<file path="src/sv/mvps_pkg.sv">
`timescale 1ns / 1ps
// ----------------------------------------------------------------------------
// mvps_pkg
// Shared types and constants of the motor velocity pid step block.
// ----------------------------------------------------------------------------
package mvps_pkg;

  // saturated internal word, +/-(2^47-1)
  typedef logic signed [47:0] wide_t;
  localparam wide_t WIDE_MAX = 48'sh7FFF_FFFF_FFFF;

  // divider geometry: dividend/quotient width and constant divisor width
  localparam int unsigned QUO_W  = 61;
  localparam int unsigned DIVR_W = 13;

  // speed blending constants
  localparam logic [DIVR_W-1:0] LOW_SPEED = 13'd3200;
  localparam logic [DIVR_W-1:0] BLEND_DIV = 13'd6400;
  localparam logic [13:0]       G_BASE    = 14'd12800;

  // dead zone
  localparam logic [9:0]         DEAD_OFS = 10'd600;
  localparam logic signed [31:0] DEAD_THR = 32'sd8;

  // register indexes
  localparam logic [2:0] REG_PROP_GAIN   = 3'd0;
  localparam logic [2:0] REG_DERIV_GAIN  = 3'd1;
  localparam logic [2:0] REG_INTEG_GAIN  = 3'd2;
  localparam logic [2:0] REG_OUT_LIMIT   = 3'd3;
  localparam logic [2:0] REG_INTEG_LIMIT = 3'd4;

endpackage

</file>
<file path="src/sv/motor_velocity_pid_step.sv">
`timescale 1ns / 1ps
// Each word runs through the shared shift-add multiplier (one bit a cycle) and, for
// |vel_ref| < 3200, also through the 61-step restoring divider.
// One word at a time: the next word is taken in the cycle after the result is loaded;
// a finished word waits in the output register while the receiver stalls.
// Reset clears gains, limits, integrator and drive accumulator to zero.
// ----------------------------------------------------------------------------
// motor_velocity_pid_step
// Fixed-point velocity pid with anti-windup, low-speed blend and dead zone.
// ----------------------------------------------------------------------------
module motor_velocity_pid_step #(
  parameter int unsigned FRAC_BITS = 16
) (
  input  logic               clk_i,
  input  logic               rst_ni,
  input  logic               cfg_valid_i,
  output logic               cfg_ready_o,
  input  logic [2:0]         cfg_index_i,
  input  logic [30:0]        cfg_data_i,
  input  logic               in_valid_i,
  output logic               in_ready_o,
  input  logic signed [31:0] pos_error_i,
  input  logic signed [31:0] vel_ref_i,
  input  logic signed [31:0] vel_meas_i,
  output logic               out_valid_o,
  input  logic               out_ready_i,
  output logic signed [15:0] drive_o,
  output logic signed [31:0] error_status_o
);

  localparam int unsigned AW  = (FRAC_BITS + 32 > 48) ? FRAC_BITS + 32 : 48;
  localparam int unsigned BW  = (FRAC_BITS + 3 > 24) ? FRAC_BITS + 3 : 24;
  localparam int unsigned PW  = AW + BW;
  localparam int unsigned DAW = FRAC_BITS + 16;
  localparam int unsigned QW  = mvps_pkg::QUO_W;
  localparam int unsigned XW  = QW + 1;
  localparam int unsigned DW  = 51;
  localparam logic signed [49:0] WMAX50 = 50'(mvps_pkg::WIDE_MAX);

  typedef enum logic [3:0] {
    ST_IDLE, ST_DIVG, ST_MKD, ST_ME, ST_MKP, ST_MB1, ST_MB2, ST_DIVB,
    ST_MKI, ST_DZ, ST_OUT
  } state_e;

  state_e state_q;
  logic   launched_q;
  logic   out_valid_q;

  // configuration
  logic signed [23:0] kp_q, kd_q, ki_q;
  logic [14:0]        olim_q;
  logic [30:0]        ilim_cfg_q;

  // per-word payload
  logic signed [31:0]    en_q, vref_q, vmeas_q;
  logic [BW-1:0]         g_q;
  mvps_pkg::wide_t       kd_dv_q, inner_q, xn_q, integ_q;
  logic signed [XW-1:0]  blend_q;
  logic signed [DW-1:0]  drv_q;
  logic signed [DAW-1:0] dacc_q;
  logic signed [15:0]    drive_q;
  logic signed [31:0]    err_q;

  // units
  logic          mul_start, mul_done, mul_neg;
  logic [AW-1:0] mul_a;
  logic [BW-1:0] mul_b;
  logic [PW-1:0] mul_p, mul_sh;
  logic          div_start, div_done;
  logic [QW-1:0] div_n, div_q;
  logic [mvps_pkg::DIVR_W-1:0] div_d;

  // derived values
  logic signed [32:0] dv;
  logic [32:0]        dv_abs, en_abs, vref_abs;
  logic [11:0]        a;
  logic               low_spd;
  logic [13:0]        g_num;
  logic [23:0]        kp_abs, kd_abs, ki_abs;
  logic               gain_ovf, plain_ovf;
  mvps_pkg::wide_t    gain_val, plain_val, ilim, integ_new, it0, isum;
  logic signed [XW-1:0] prod_sgn;
  logic [XW-2:0]      blend_abs;
  logic signed [DW-1:0] dz, drv2, lim, drv_fin;
  logic [DAW-1:0]     dacc_abs, dmag;
  logic [15:0]        dnarrow;
  logic [AW-1:0]      ilim_sh;
  logic               op_state, is_mul, step_done;

  function automatic mvps_pkg::wide_t to_wide(input logic ovf, input logic [46:0] m,
                                              input logic neg);
    logic [46:0]     mm;
    mvps_pkg::wide_t v;
    mm = ovf ? {47{1'b1}} : m;
    v  = $signed({1'b0, mm});
    return neg ? -v : v;
  endfunction

  function automatic mvps_pkg::wide_t sat_add(input mvps_pkg::wide_t x,
                                              input mvps_pkg::wide_t y);
    logic signed [49:0] s;
    s = 50'(x) + 50'(y);
    if (s > WMAX50) return mvps_pkg::WIDE_MAX;
    else if (s < -WMAX50) return -mvps_pkg::WIDE_MAX;
    else return s[47:0];
  endfunction

  function automatic logic [23:0] abs24(input logic signed [23:0] v);
    return v[23] ? 24'(-v) : 24'(v);
  endfunction

  function automatic logic [47:0] abs48(input mvps_pkg::wide_t v);
    return v[47] ? 48'(-v) : 48'(v);
  endfunction

  // configuration port, always ready
  assign cfg_ready_o = 1'b1;

  always_ff @(posedge clk_i or negedge rst_ni) begin
    if (!rst_ni) begin
      kp_q       <= '0;
      kd_q       <= '0;
      ki_q       <= '0;
      olim_q     <= '0;
      ilim_cfg_q <= '0;
    end else if (cfg_valid_i) begin
      unique case (cfg_index_i)
        mvps_pkg::REG_PROP_GAIN:   kp_q       <= cfg_data_i[23:0];
        mvps_pkg::REG_DERIV_GAIN:  kd_q       <= cfg_data_i[23:0];
        mvps_pkg::REG_INTEG_GAIN:  ki_q       <= cfg_data_i[23:0];
        mvps_pkg::REG_OUT_LIMIT:   olim_q     <= cfg_data_i[14:0];
        mvps_pkg::REG_INTEG_LIMIT: ilim_cfg_q <= cfg_data_i;
        default: ;
      endcase
    end
  end

  // operand magnitudes and speed class
  always_comb begin
    dv       = {vref_q[31], vref_q} - {vmeas_q[31], vmeas_q};
    dv_abs   = dv[32] ? 33'(-dv) : 33'(dv);
    en_abs   = en_q[31] ? 33'(-{en_q[31], en_q}) : 33'({en_q[31], en_q});
    vref_abs = vref_q[31] ? 33'(-{vref_q[31], vref_q}) : 33'({vref_q[31], vref_q});
    a        = vref_abs[11:0];
    low_spd  = vref_abs < 33'(mvps_pkg::LOW_SPEED);
    g_num    = mvps_pkg::G_BASE - (14'({a, 1'b0}) + 14'(a));
    kp_abs   = abs24(kp_q);
    kd_abs   = abs24(kd_q);
    ki_abs   = abs24(ki_q);
  end

  // sequencing of the shared units
  always_comb begin
    op_state = 1'b0;
    is_mul   = 1'b1;
    mul_a    = '0;
    mul_b    = '0;
    mul_neg  = 1'b0;
    div_n    = '0;
    div_d    = mvps_pkg::LOW_SPEED;
    unique case (state_q)
      ST_DIVG: begin
        op_state = low_spd;
        is_mul   = 1'b0;
        div_n    = QW'(g_num) << FRAC_BITS;
      end
      ST_MKD: begin
        op_state = 1'b1;
        mul_a    = AW'(dv_abs[31:0]) << FRAC_BITS;
        mul_b    = BW'(kd_abs);
        mul_neg  = kd_q[23] ^ dv[32];
      end
      ST_ME: begin
        op_state = 1'b1;
        mul_a    = AW'(en_abs[31:0]);
        mul_b    = low_spd ? g_q : (BW'(1) << FRAC_BITS);
        mul_neg  = en_q[31];
      end
      ST_MKP: begin
        op_state = 1'b1;
        mul_a    = AW'(abs48(inner_q));
        mul_b    = BW'(kp_abs);
        mul_neg  = kp_q[23] ^ inner_q[47];
      end
      ST_MB1: begin
        op_state = 1'b1;
        mul_a    = AW'(dacc_abs);
        mul_b    = BW'(mvps_pkg::LOW_SPEED - 13'(a));
        mul_neg  = dacc_q[DAW-1];
      end
      ST_MB2: begin
        op_state = 1'b1;
        mul_a    = AW'(abs48(xn_q));
        mul_b    = BW'(mvps_pkg::LOW_SPEED + 13'(a));
        mul_neg  = xn_q[47];
      end
      ST_DIVB: begin
        op_state = 1'b1;
        is_mul   = 1'b0;
        div_n    = blend_abs;
        div_d    = mvps_pkg::BLEND_DIV;
      end
      ST_MKI: begin
        op_state = 1'b1;
        mul_a    = AW'(abs48(integ_q));
        mul_b    = BW'(ki_abs);
        mul_neg  = ki_q[23] ^ integ_q[47];
      end
      default: ;
    endcase
    mul_start = op_state && !launched_q && is_mul;
    div_start = op_state && !launched_q && !is_mul;
    step_done = launched_q && (mul_done || div_done);
  end

  mvps_mul #(.AW(AW), .BW(BW)) u_mul (
    .clk_i   (clk_i),
    .rst_ni  (rst_ni),
    .start_i (mul_start),
    .a_i     (mul_a),
    .b_i     (mul_b),
    .done_o  (mul_done),
    .p_o     (mul_p)
  );

  mvps_div u_div (
    .clk_i   (clk_i),
    .rst_ni  (rst_ni),
    .start_i (div_start),
    .n_i     (div_n),
    .d_i     (div_d),
    .done_o  (div_done),
    .q_o     (div_q)
  );

  // product post-processing, integrator update, dead zone and clamp
  always_comb begin
    mul_sh    = mul_p >> FRAC_BITS;
    gain_ovf  = (|mul_p[PW-1:64]) || (|mul_sh[PW-1:47]);
    plain_ovf = |mul_p[PW-1:47];
    gain_val  = to_wide(gain_ovf, mul_sh[46:0], mul_neg);
    plain_val = to_wide(plain_ovf, mul_p[46:0], mul_neg);
    prod_sgn  = mul_neg ? -$signed({1'b0, mul_p[XW-2:0]}) : $signed({1'b0, mul_p[XW-2:0]});
    blend_abs = blend_q[XW-1] ? (XW-1)'(-blend_q) : blend_q[XW-2:0];

    ilim_sh = AW'(ilim_cfg_q) << FRAC_BITS;
    ilim    = (|ilim_sh[AW-1:47]) ? mvps_pkg::WIDE_MAX : $signed({1'b0, ilim_sh[46:0]});
    it0     = (integ_q[47] != gain_val[47]) ? '0 : integ_q;
    isum    = sat_add(it0, gain_val);
    if (isum > ilim) integ_new = ilim;
    else if (isum < -ilim) integ_new = -ilim;
    else integ_new = isum;

    dz = $signed(DW'(mvps_pkg::DEAD_OFS) << FRAC_BITS);
    if (vref_q > mvps_pkg::DEAD_THR) drv2 = drv_q + dz;
    else if (vref_q < -mvps_pkg::DEAD_THR) drv2 = drv_q - dz;
    else drv2 = drv_q;
    lim = $signed(DW'(olim_q) << FRAC_BITS);
    if (drv2 > lim) drv_fin = lim;
    else if (drv2 < -lim) drv_fin = -lim;
    else drv_fin = drv2;

    dacc_abs = dacc_q[DAW-1] ? DAW'(-dacc_q) : DAW'(dacc_q);
    dmag     = dacc_abs >> FRAC_BITS;
    dnarrow  = dmag[15:0];
  end

  // sequencer, integrator, drive accumulator and result register
  always_ff @(posedge clk_i or negedge rst_ni) begin
    if (!rst_ni) begin
      state_q     <= ST_IDLE;
      launched_q  <= 1'b0;
      out_valid_q <= 1'b0;
      integ_q     <= '0;
      dacc_q      <= '0;
      drive_q     <= '0;
      err_q       <= '0;
    end else begin
      if (op_state && !launched_q) launched_q <= 1'b1;
      else if (step_done) launched_q <= 1'b0;
      // a new word may replace one taken at the same edge
      if (state_q == ST_OUT && (!out_valid_q || out_ready_i)) begin
        out_valid_q <= 1'b1;
        drive_q     <= dacc_q[DAW-1] ? -$signed(dnarrow) : $signed(dnarrow);
        err_q       <= en_q;
      end else if (out_ready_i) begin
        out_valid_q <= 1'b0;
      end
      unique case (state_q)
        ST_IDLE: if (in_valid_i) state_q <= ST_DIVG;
        ST_DIVG: if (!low_spd || step_done) state_q <= ST_MKD;
        ST_MKD:  if (step_done) state_q <= ST_ME;
        ST_ME:   if (step_done) state_q <= ST_MKP;
        ST_MKP: begin
          if (step_done) begin
            if (low_spd) begin
              integ_q <= '0;
              state_q <= ST_MB1;
            end else begin
              integ_q <= integ_new;
              state_q <= ST_MKI;
            end
          end
        end
        ST_MB1:  if (step_done) state_q <= ST_MB2;
        ST_MB2:  if (step_done) state_q <= ST_DIVB;
        ST_DIVB: if (step_done) state_q <= ST_DZ;
        ST_MKI:  if (step_done) state_q <= ST_DZ;
        ST_DZ: begin
          dacc_q  <= drv_fin[DAW-1:0];
          state_q <= ST_OUT;
        end
        ST_OUT:  if (!out_valid_q || out_ready_i) state_q <= ST_IDLE;
        default: state_q <= ST_IDLE;
      endcase
    end
  end

  // datapath registers
  always_ff @(posedge clk_i) begin
    if (state_q == ST_IDLE && in_valid_i) begin
      en_q    <= pos_error_i;
      vref_q  <= vel_ref_i;
      vmeas_q <= vel_meas_i;
    end
    if (step_done) begin
      unique case (state_q)
        ST_DIVG: g_q     <= div_q[BW-1:0];
        ST_MKD:  kd_dv_q <= gain_val;
        ST_ME:   inner_q <= sat_add(plain_val, kd_dv_q);
        ST_MKP:  xn_q    <= gain_val;
        ST_MB1:  blend_q <= prod_sgn;
        ST_MB2:  blend_q <= blend_q + prod_sgn;
        ST_DIVB: drv_q   <= blend_q[XW-1] ? -$signed({1'b0, div_q[DW-2:0]})
                                          : $signed({1'b0, div_q[DW-2:0]});
        ST_MKI:  drv_q   <= DW'(sat_add(xn_q, gain_val));
        default: ;
      endcase
    end
  end

  assign in_ready_o     = (state_q == ST_IDLE);
  assign out_valid_o    = out_valid_q;
  assign drive_o        = drive_q;
  assign error_status_o = err_q;

endmodule

</file>
<file path="src/sv/mvps_mul.sv">
`timescale 1ns / 1ps
// ----------------------------------------------------------------------------
// mvps_mul
// Unsigned shift-add multiplier, one multiplier bit per cycle.
// ----------------------------------------------------------------------------
module mvps_mul #(
  parameter int unsigned AW = 48,
  parameter int unsigned BW = 24
) (
  input  logic             clk_i,
  input  logic             rst_ni,
  input  logic             start_i,
  input  logic [AW-1:0]    a_i,
  input  logic [BW-1:0]    b_i,
  output logic             done_o,
  output logic [AW+BW-1:0] p_o
);

  localparam int unsigned PW = AW + BW;
  localparam int unsigned CW = $clog2(BW);

  logic [PW-1:0] prod_q;
  logic [AW-1:0] a_q;
  logic [CW-1:0] cnt_q;
  logic          busy_q;
  logic          done_q;
  logic [AW:0]   sum;

  // add the multiplicand when the current multiplier bit is set
  assign sum = {1'b0, prod_q[PW-1:BW]} + {1'b0, (prod_q[0] ? a_q : {AW{1'b0}})};

  // control
  always_ff @(posedge clk_i or negedge rst_ni) begin
    if (!rst_ni) begin
      busy_q <= 1'b0;
      done_q <= 1'b0;
      cnt_q  <= '0;
    end else begin
      done_q <= 1'b0;
      if (start_i) begin
        busy_q <= 1'b1;
        cnt_q  <= '0;
      end else if (busy_q) begin
        cnt_q <= cnt_q + 1'b1;
        if (cnt_q == CW'(BW - 1)) begin
          busy_q <= 1'b0;
          done_q <= 1'b1;
        end
      end
    end
  end

  // product shift register, multiplier bits leave at the bottom
  always_ff @(posedge clk_i) begin
    if (start_i) begin
      prod_q <= {{AW{1'b0}}, b_i};
      a_q    <= a_i;
    end else if (busy_q) begin
      prod_q <= {sum, prod_q[BW-1:1]};
    end
  end

  assign done_o = done_q;
  assign p_o    = prod_q;

endmodule

</file>
<file path="src/sv/mvps_div.sv">
`timescale 1ns / 1ps
// ----------------------------------------------------------------------------
// mvps_div
// Restoring divider by a narrow divisor, one quotient bit per cycle.
// ----------------------------------------------------------------------------
module mvps_div (
  input  logic                        clk_i,
  input  logic                        rst_ni,
  input  logic                        start_i,
  input  logic [mvps_pkg::QUO_W-1:0]  n_i,
  input  logic [mvps_pkg::DIVR_W-1:0] d_i,
  output logic                        done_o,
  output logic [mvps_pkg::QUO_W-1:0]  q_o
);

  localparam int unsigned QW = mvps_pkg::QUO_W;
  localparam int unsigned RW = mvps_pkg::DIVR_W;
  localparam int unsigned CW = $clog2(QW);

  logic [RW-1:0] rem_q;
  logic [RW-1:0] d_q;
  logic [QW-1:0] quo_q;
  logic [CW-1:0] cnt_q;
  logic          busy_q;
  logic          done_q;
  logic [RW:0]   shifted;
  logic [RW:0]   diff;
  logic          ge;

  // trial subtract of the next dividend bit
  assign shifted = {rem_q, quo_q[QW-1]};
  assign diff    = shifted - {1'b0, d_q};
  assign ge      = shifted >= {1'b0, d_q};

  // control
  always_ff @(posedge clk_i or negedge rst_ni) begin
    if (!rst_ni) begin
      busy_q <= 1'b0;
      done_q <= 1'b0;
      cnt_q  <= '0;
    end else begin
      done_q <= 1'b0;
      if (start_i) begin
        busy_q <= 1'b1;
        cnt_q  <= '0;
      end else if (busy_q) begin
        cnt_q <= cnt_q + 1'b1;
        if (cnt_q == CW'(QW - 1)) begin
          busy_q <= 1'b0;
          done_q <= 1'b1;
        end
      end
    end
  end

  // remainder and dividend/quotient shift register
  always_ff @(posedge clk_i) begin
    if (start_i) begin
      rem_q <= '0;
      d_q   <= d_i;
      quo_q <= n_i;
    end else if (busy_q) begin
      rem_q <= ge ? diff[RW-1:0] : shifted[RW-1:0];
      quo_q <= {quo_q[QW-2:0], ge};
    end
  end

  assign done_o = done_q;
  assign q_o    = quo_q;

endmodule

</file>
<file path="config.mk">
export PLATFORM = sky130hd
export DESIGN_NAME = motor_velocity_pid_step
export DESIGN_NICKNAME = d
export VERILOG_FILES = /design/src/sv/mvps_pkg.sv /design/src/sv/motor_velocity_pid_step.sv /design/src/sv/mvps_mul.sv /design/src/sv/mvps_div.sv
export SDC_FILE = /design/constraint.sdc
export NUM_CORES = 2
export LEC_CHECK = 0
export BUFFER_PORTS_ARGS = -buffer_cell sky130_fd_sc_hd__buf_2
export CAP_MARGIN = 20
export CORE_ASPECT_RATIO = 1.25
export CORE_MARGIN = 1.5
export CORE_UTILIZATION = 55
export CTS_CLUSTER_SIZE = 40
export DETAILED_ROUTE_END_ITERATION = 10
export GPL_TIMING_DRIVEN = 0
export MAX_ROUTING_LAYER = met4
export PLACE_DENSITY = 0.84
export SLEW_MARGIN = 20
export SYNTH_ARGS = -nofsm -noshare
export SYNTH_HDL_FRONTEND = slang
export SYNTH_SLANG_ARGS = --single-unit
</file>
<file path="constraint.sdc">
create_clock -name clk_i -period 10.81 [get_ports clk_i]
set_input_delay 1.6215 -clock clk_i [delete_from_list [all_inputs] [get_ports clk_i]]
set_output_delay 1.6215 -clock clk_i [all_outputs]
set_load 0.03 [all_outputs]
</file>
After elaboration in Yosys (flattened, before gate mapping)
Index checks and enable logic that the tools add are counted.
- multiplexer cells: 78
- bitwise gates (word level): 3
- $lt $le $gt $ge: 14
- equal/unequal tests: 26
- reduce and logical (&&, ||, !) cells: 40
- $add $sub $neg: 33
- operators with widths (operator ; count):
    $mux 48 ; 15
    $pmux 48 s6 ; 1
    $add 48x48->49 ; 4
    $mux 61 ; 3
    $mux 32 ; 5
    $mux 51 ; 3
    $gt 49x48->1 const B ; 3
    $lt 49x48->1 const B ; 3
    $mux 24 ; 6
    $neg 47->48 ; 3
    $neg 48->48 ; 3
    $pmux 24 s6 ; 1
    $pmux 62 s2 ; 1
    $pmux 61 s2 ; 1
    $pmux 51 s2 ; 1
    $neg 32->32 ; 3
    $mux 47 ; 2
    $neg 24->24 ; 3
    $add 62x62->62 ; 1
    $mux 62 ; 1
    $neg 61->62 ; 1
    $neg 61->61 ; 1
    $add 51x27->51 const B ; 1
    $gt 51x32->1 ; 1
    56 further kinds ; 127
- register bits: 851
- bits of input ports: 135

Depth between registers and ports, before layout
- depth in word-level cells: 15
- mapped depth: 55
- mapped depth without buffers: 46

By module
A second synthesis with hierarchy kept.
- cell total of the unflattened synthesis: 8037
- area total of the unflattened synthesis: 70772.9 µm²
- modules (own cells, without submodules) (module ; area each (µm²) ; cells each ; instances):
    motor_velocity_pid_step ; 58721.3 ; 6955 ; 1
    mvps_mul ; 7313.3 ; 727 ; 1
    mvps_div ; 4738.3 ; 355 ; 1

Least setup slack after synthesis
No wires, ideal clock.
- path type: reg2reg
- start: register vref_q[0]
- end: register integ_q[35]
- slack: -174 ps
- cell stages (with the launch flop): 53
- data arrival time: 10862 ps
- period minus slack after synthesis: 10984 ps
- cells stage by stage: edfxtp_1 > buf_2 > inv_1 > ha_1 > inv_1 > fa_1 > a21o_1 > a21oi_2 > o21a_1 > o31a_1 > o21ai_0 > a221oi_1 > o211ai_1 > nand3_1 > and3_1 > clkbuf_1 > clkbuf_1 > clkbuf_1 > [17 not listed] > clkbuf_1 > nand2_2 > buf_2 > nor2_1 > ha_1 > o21a_1 > o21a_1 > o21a_1 > o21a_1 > o21ai_0 > a21oi_1 > a211oi_1 > o221ai_1 > a21oi_1 > clkbuf_1 > buf_1 > a31oi_1 > a32o_1
- word-level cells in the longest chain between the ends: 14
- elaborated cells on any way between the ends: 19
- ends and longest elaborated chain (item ; line ; RTL):
    start: declaration ; motor_velocity_pid_step.sv:55 ; logic signed [31:0] en_q, vref_q, vmeas_q;
    start signal: assignment ; motor_velocity_pid_step.sv:323 ; vref_q <= vel_ref_i;
    $sub 32x32->33 (*) ; motor_velocity_pid_step.sv:140 ; dv = {vref_q[31], vref_q} - {vmeas_q[31], vmeas_q};
    $xor 1x1->1 (*) ; motor_velocity_pid_step.sv:171 ; mul_neg = kd_q[23] ^ dv[32];
    $pmux 1 s6 (*) ; motor_velocity_pid_step.sv:161 ; unique case (state_q)
    $mux 48 (*) ; motor_velocity_pid_step.sv:96 ; return neg ? -v : v;
    named net gain_val[47] ; motor_velocity_pid_step.sv:81 ; mvps_pkg::wide_t gain_val, plain_val, ilim, integ_new, it0, isum;
    $ne 1x1->1 ; motor_velocity_pid_step.sv:248 ; it0 = (integ_q[47] != gain_val[47]) ? '0 : integ_q;
    $mux 48 ; motor_velocity_pid_step.sv:248 ;
    $add 48x48->49 (*) ; motor_velocity_pid_step.sv:102 ; s = 50'(x) + 50'(y);
    $lt 49x48->1 ; motor_velocity_pid_step.sv:104 ; else if (s < -WMAX50) return -mvps_pkg::WIDE_MAX;
    $mux 48 ; motor_velocity_pid_step.sv:104 ;
    $mux 48 (*) ; motor_velocity_pid_step.sv:103 ; if (s > WMAX50) return mvps_pkg::WIDE_MAX;
    $lt 48x48->1 ; motor_velocity_pid_step.sv:251 ; else if (isum < -ilim) integ_new = -ilim;
    $mux 48 ; motor_velocity_pid_step.sv:251 ;
    $mux 48 (*) ; motor_velocity_pid_step.sv:250 ; if (isum > ilim) integ_new = ilim;
    $mux 48 (*) ; motor_velocity_pid_step.sv:296 ; if (low_spd) begin
    end signal: assignment ; motor_velocity_pid_step.sv:300 ; integ_q <= integ_new;
    end: declaration ; motor_velocity_pid_step.sv:57 ; mvps_pkg::wide_t kd_dv_q, inner_q, xn_q, integ_q;
The timed path passes the listed nets; every way through them passes the cells marked *.
A chain may end at the register's enable or synchronous reset.

Worst setup path after layout
- start: register u_mul.prod_q[23] (netlist: u_mul.p_o[23])
- end: register integ_q[32]
- elaborated cells on any way between the ends: 15
- RTL lines (item ; line ; RTL):
    start: declaration ; mvps_mul.sv:22 ; logic [PW-1:0] prod_q;
    start signal: assignment ; mvps_mul.sv:56 ; prod_q <= {{AW{1'b0}}, b_i};
    start signal: assignment ; mvps_mul.sv:59 ; prod_q <= {sum, prod_q[BW-1:1]};
    $mux 47 (*) ; motor_velocity_pid_step.sv:94 ; mm = ovf ? {47{1'b1}} : m;
    $neg 47->48 (*) ; motor_velocity_pid_step.sv:96 ;
    $mux 48 (*) ; motor_velocity_pid_step.sv:96 ;
    named net gain_val[36] ; motor_velocity_pid_step.sv:81 ;
    $add 48x48->49 (*) ; motor_velocity_pid_step.sv:102 ;
    $lt 49x48->1 ; motor_velocity_pid_step.sv:104 ;
    $mux 48 ; motor_velocity_pid_step.sv:104 ;
    $mux 48 (*) ; motor_velocity_pid_step.sv:103 ;
    $lt 48x48->1 ; motor_velocity_pid_step.sv:251 ;
    $mux 48 ; motor_velocity_pid_step.sv:251 ;
    $mux 48 (*) ; motor_velocity_pid_step.sv:250 ;
    $mux 48 (*) ; motor_velocity_pid_step.sv:296 ;
Marked as above.

==> impl_results.md <==
- Status: finished, violations left
- Failing checks: setup timing
- Worst Path Max Fanout: 10
- Netlist Area Pre-Place: 0.0700 sq mm
- Max VDD drop: 0.267 mV
- Top cell type's share of synthesized area: 22.0%
- Met3 WL: between 30 and 40 mm
- Top post-synthesis cells by area: edfxtp_1 (22%), dfrtp_1 (9.6%), ha_1 (8.2%)
- Crit path largest cell delay: ~0.60 ns
- Global-route wire length before repair: 465 mm
- CTS tree: done
- Worst path depth: 40
- Initial antenna violation count: 42
- Hold Crit Class: reg -> reg
- Top Metal Used: met4
- Fin Setup TNS: -0.00965 ns
- Initial core utilization: between 50 and 60%
- Root buffer selected by CTS: clkbuf_16
- Die width: 322 um
- Placed Area: 0.0743 sq mm
- Remaining DRCs: 0
- Critical path class: reg -> reg
- Clk slew on worst S/H paths: 0.07 ns
- GP Congestion: 1.18
- Core area: 0.126 sq mm
- Leakage: between 30 and 40 nW
- Share of flip-flops with an asynchronous set or reset: 31.8%
- Worst EP arrival: roughly 11 ns
- Antenna-violating nets left: 0
- Yosys reg bits: 840
- TritonCTS Buffers: 92
- Synth warnings: 0
- I/O pin count: 186
- Final hold vios: 0
- Synth Instances: 8022
- Post-Syn Area per Cell: slightly below 9 sq um
- Number of global-route vias before repair: 66614
- Die area: roughly 0.13 sq mm
- Yosys top cell by area: edfxtp_1
- Top_reg_cell synth: edfxtp_1
- Nets: 9055
- Critical path's slowest cell: xor2_4
- Setup violators final: 3
- Sequential share of the synthesized area: 33.3%
- Gr usage total: 51.5%
- Final min period: 10.82 ns
- CTS Hold Bufs: 0
- Design Area, Final: 0.0800 sq mm
- M1 wire length: ~110 mm
- Bufs and invs on worst path: 6
- Largest net degree at the start of global routing: 87
- Max-slew violations: 0
- IO Port Bufs: about 180
- GRT Residual Overflow: 0
- Layout cells sized above 1: 12.1%
- Routed met2 length: 141 mm
- Family with the most delay on the worst path: compound AO/OA/AOI/OAI gates
- Fmax: slightly above 0.09 GHz
- Clock Latency Late Sink: 0.77 ns
- CP Capture Type: flop
- CTS HTree Levels: 3
- Pwr Density: 350 mW/mm^2
- Vias/cell: 6.96
- Routed WL: about 330 mm
- Count leader, synth: nor2_1
- Final HPWL DP: between 200 and 300 mm
- Vert. Die Dim: between 400 and 500 um
- Final period util: 100%
- Vias: 71541
- Slew @ Worst Pin: 1.32 ns
- Hold Crit Depth: 2
- Clock tree buffer depth: 3
- Fin Hold WS: 0.497 ns
- First-pass DRT Iterations: 7
- Worst path required time: 11.46 ns
- Max-Cap Viols: 0
- CP startpoint kind: flop
- Total nets after synthesis: 8624
- Synth-to-Final Area Change: 14.4%
- Top cells by count, synth: nor2_1 (694), nand2_1 (666), o21ai_0 (598), a21oi_1 (561), edfxtp_1 (512)
- DR iter-0 viols: 10245
- Cell variety after synth: ~120
- Relative slew margins: 11.3%
- R2R depth: 40
- Num rows: 146
- Clk_skew: 0.0358 ns
- Count of flip-flops with a built-in enable after synthesis: 512
- Final worst setup slack: -0.00667 ns
- Clock sink count: between 800 and 900
- Drt wl/cell: 32.4 um
## power breakdown
group | switching, mW | total, mW | internal [mW] | leakage, nW
registers | 0.659 | 4.92 | 4.26 | 8.54
logic | 12.9 | 19.6 | 6.69 | 21.5
clock network | 1.51 | 3.44 | 1.93 | 1.55
total | 15.1 | 28.0 | 12.9 | 31.5
## cell usage in the layout (no fill, tap or decap), drive strengths merged, types with 120 or more instances in the layout
cell    count
a21o      191
a21oi     564
and2      131
buf       427
clkbuf    433
dfrtp     267
edfxtp    512
ha        460
inv       277
mux2      122
nand2     667
nand3     146
nor2      695
nor3      174
o21ai     615
o31ai     174
or3       120
xnor2     442
xor2      394
## worst register-to-register path, delay by kind of cell (launching register included)
kind	cells	cell delay (ns)
AO/OA/AOI/OAI	20	4.34
adder cells (fa/ha/maj)	2	0.63
XOR/XNOR	2	0.89
AND/OR/NAND/NOR	10	3.26
flip-flops	1	0.36
buffers and inverters	6	1.23
## stage by stage
| step | total power, mW | worst slack, ns | util [%] | cells |
|---|---|---|---|---|
| after floorplan | 15.7 | 0.0673 | - | 8022 |
| after global placement | 21.4 | -7.41 | 57.8 | 9907 |
| after detailed placement | 22.0 | -6.04 | 58.8 | 9970 |
| after CTS | 26.6 | -0.0574 | 62.8 | 10223 |
| after global routing | 28.9 | -0.0966 | 63.3 | 10267 |
| final | 28.0 | -0.00667 | 63.3 | 10278 |
## state kept, by name, indices dropped and copies added (netlist names), 51 cells and up
register / count
u_div.q_o: 61
u_mul.p_o: 72
blend_q: 62
drv_q: 51
## routing by layer
metal | vias to the layer above | track usage [%]
met5 | - | -
met4 | 0 | 47.2
met3 | 1568 | 15.7
met2 | 5009 | 74.8
met1 | 34186 | 56.3
li1 | 30778 | -
## final timing paths
kind | start | slack (ns) | to
hold / removal | drive_o[8] | 0.50 | drive_o[8]
setup reg to reg | u_mul.p_o[23] | -0.007 | integ_q[32]
max in group asynchronous | rst_ni | 8.73 | olim_q[8]
min in group asynchronous | rst_ni | 0.80 | ilim_cfg_q[21]
hold reg to reg | drive_o[8] | 0.50 | drive_o[8]
setup / recovery | u_mul.p_o[23] | -0.007 | integ_q[32]
## timing repair
item	4_1_cts	5_1_grt
cloned	3	0
endpoints found under the setup margin	99	48
resized for setup	274	106
setup buffers	84	25
pin swaps	83	61
endpoints found under the hold margin	0	0
## area by class of cell
class,count,area [sq um]
clock buffers,112,2530
inverters,273,1030
diodes,44,110
multi-input cells,6497,45800
fillers,10674,46400
plain buffers,389,1740
well taps,1702,2130
repair buffers,360,2750
flip-flops and latches,840,23300
clock inverters,61,661
## cells by family after synthesis
kind of cell	Yosys count	synth area share, %
simple gates	2556	18.1
compound gates	2403	22.4
flops	840	33.3
xor+xnor	836	10.5
buf+inv	685	3.77
fa+ha+maj	502	8.93
mux	199	3.07
other cells	1	0.00536
Power figures use the tool's default switching activity.
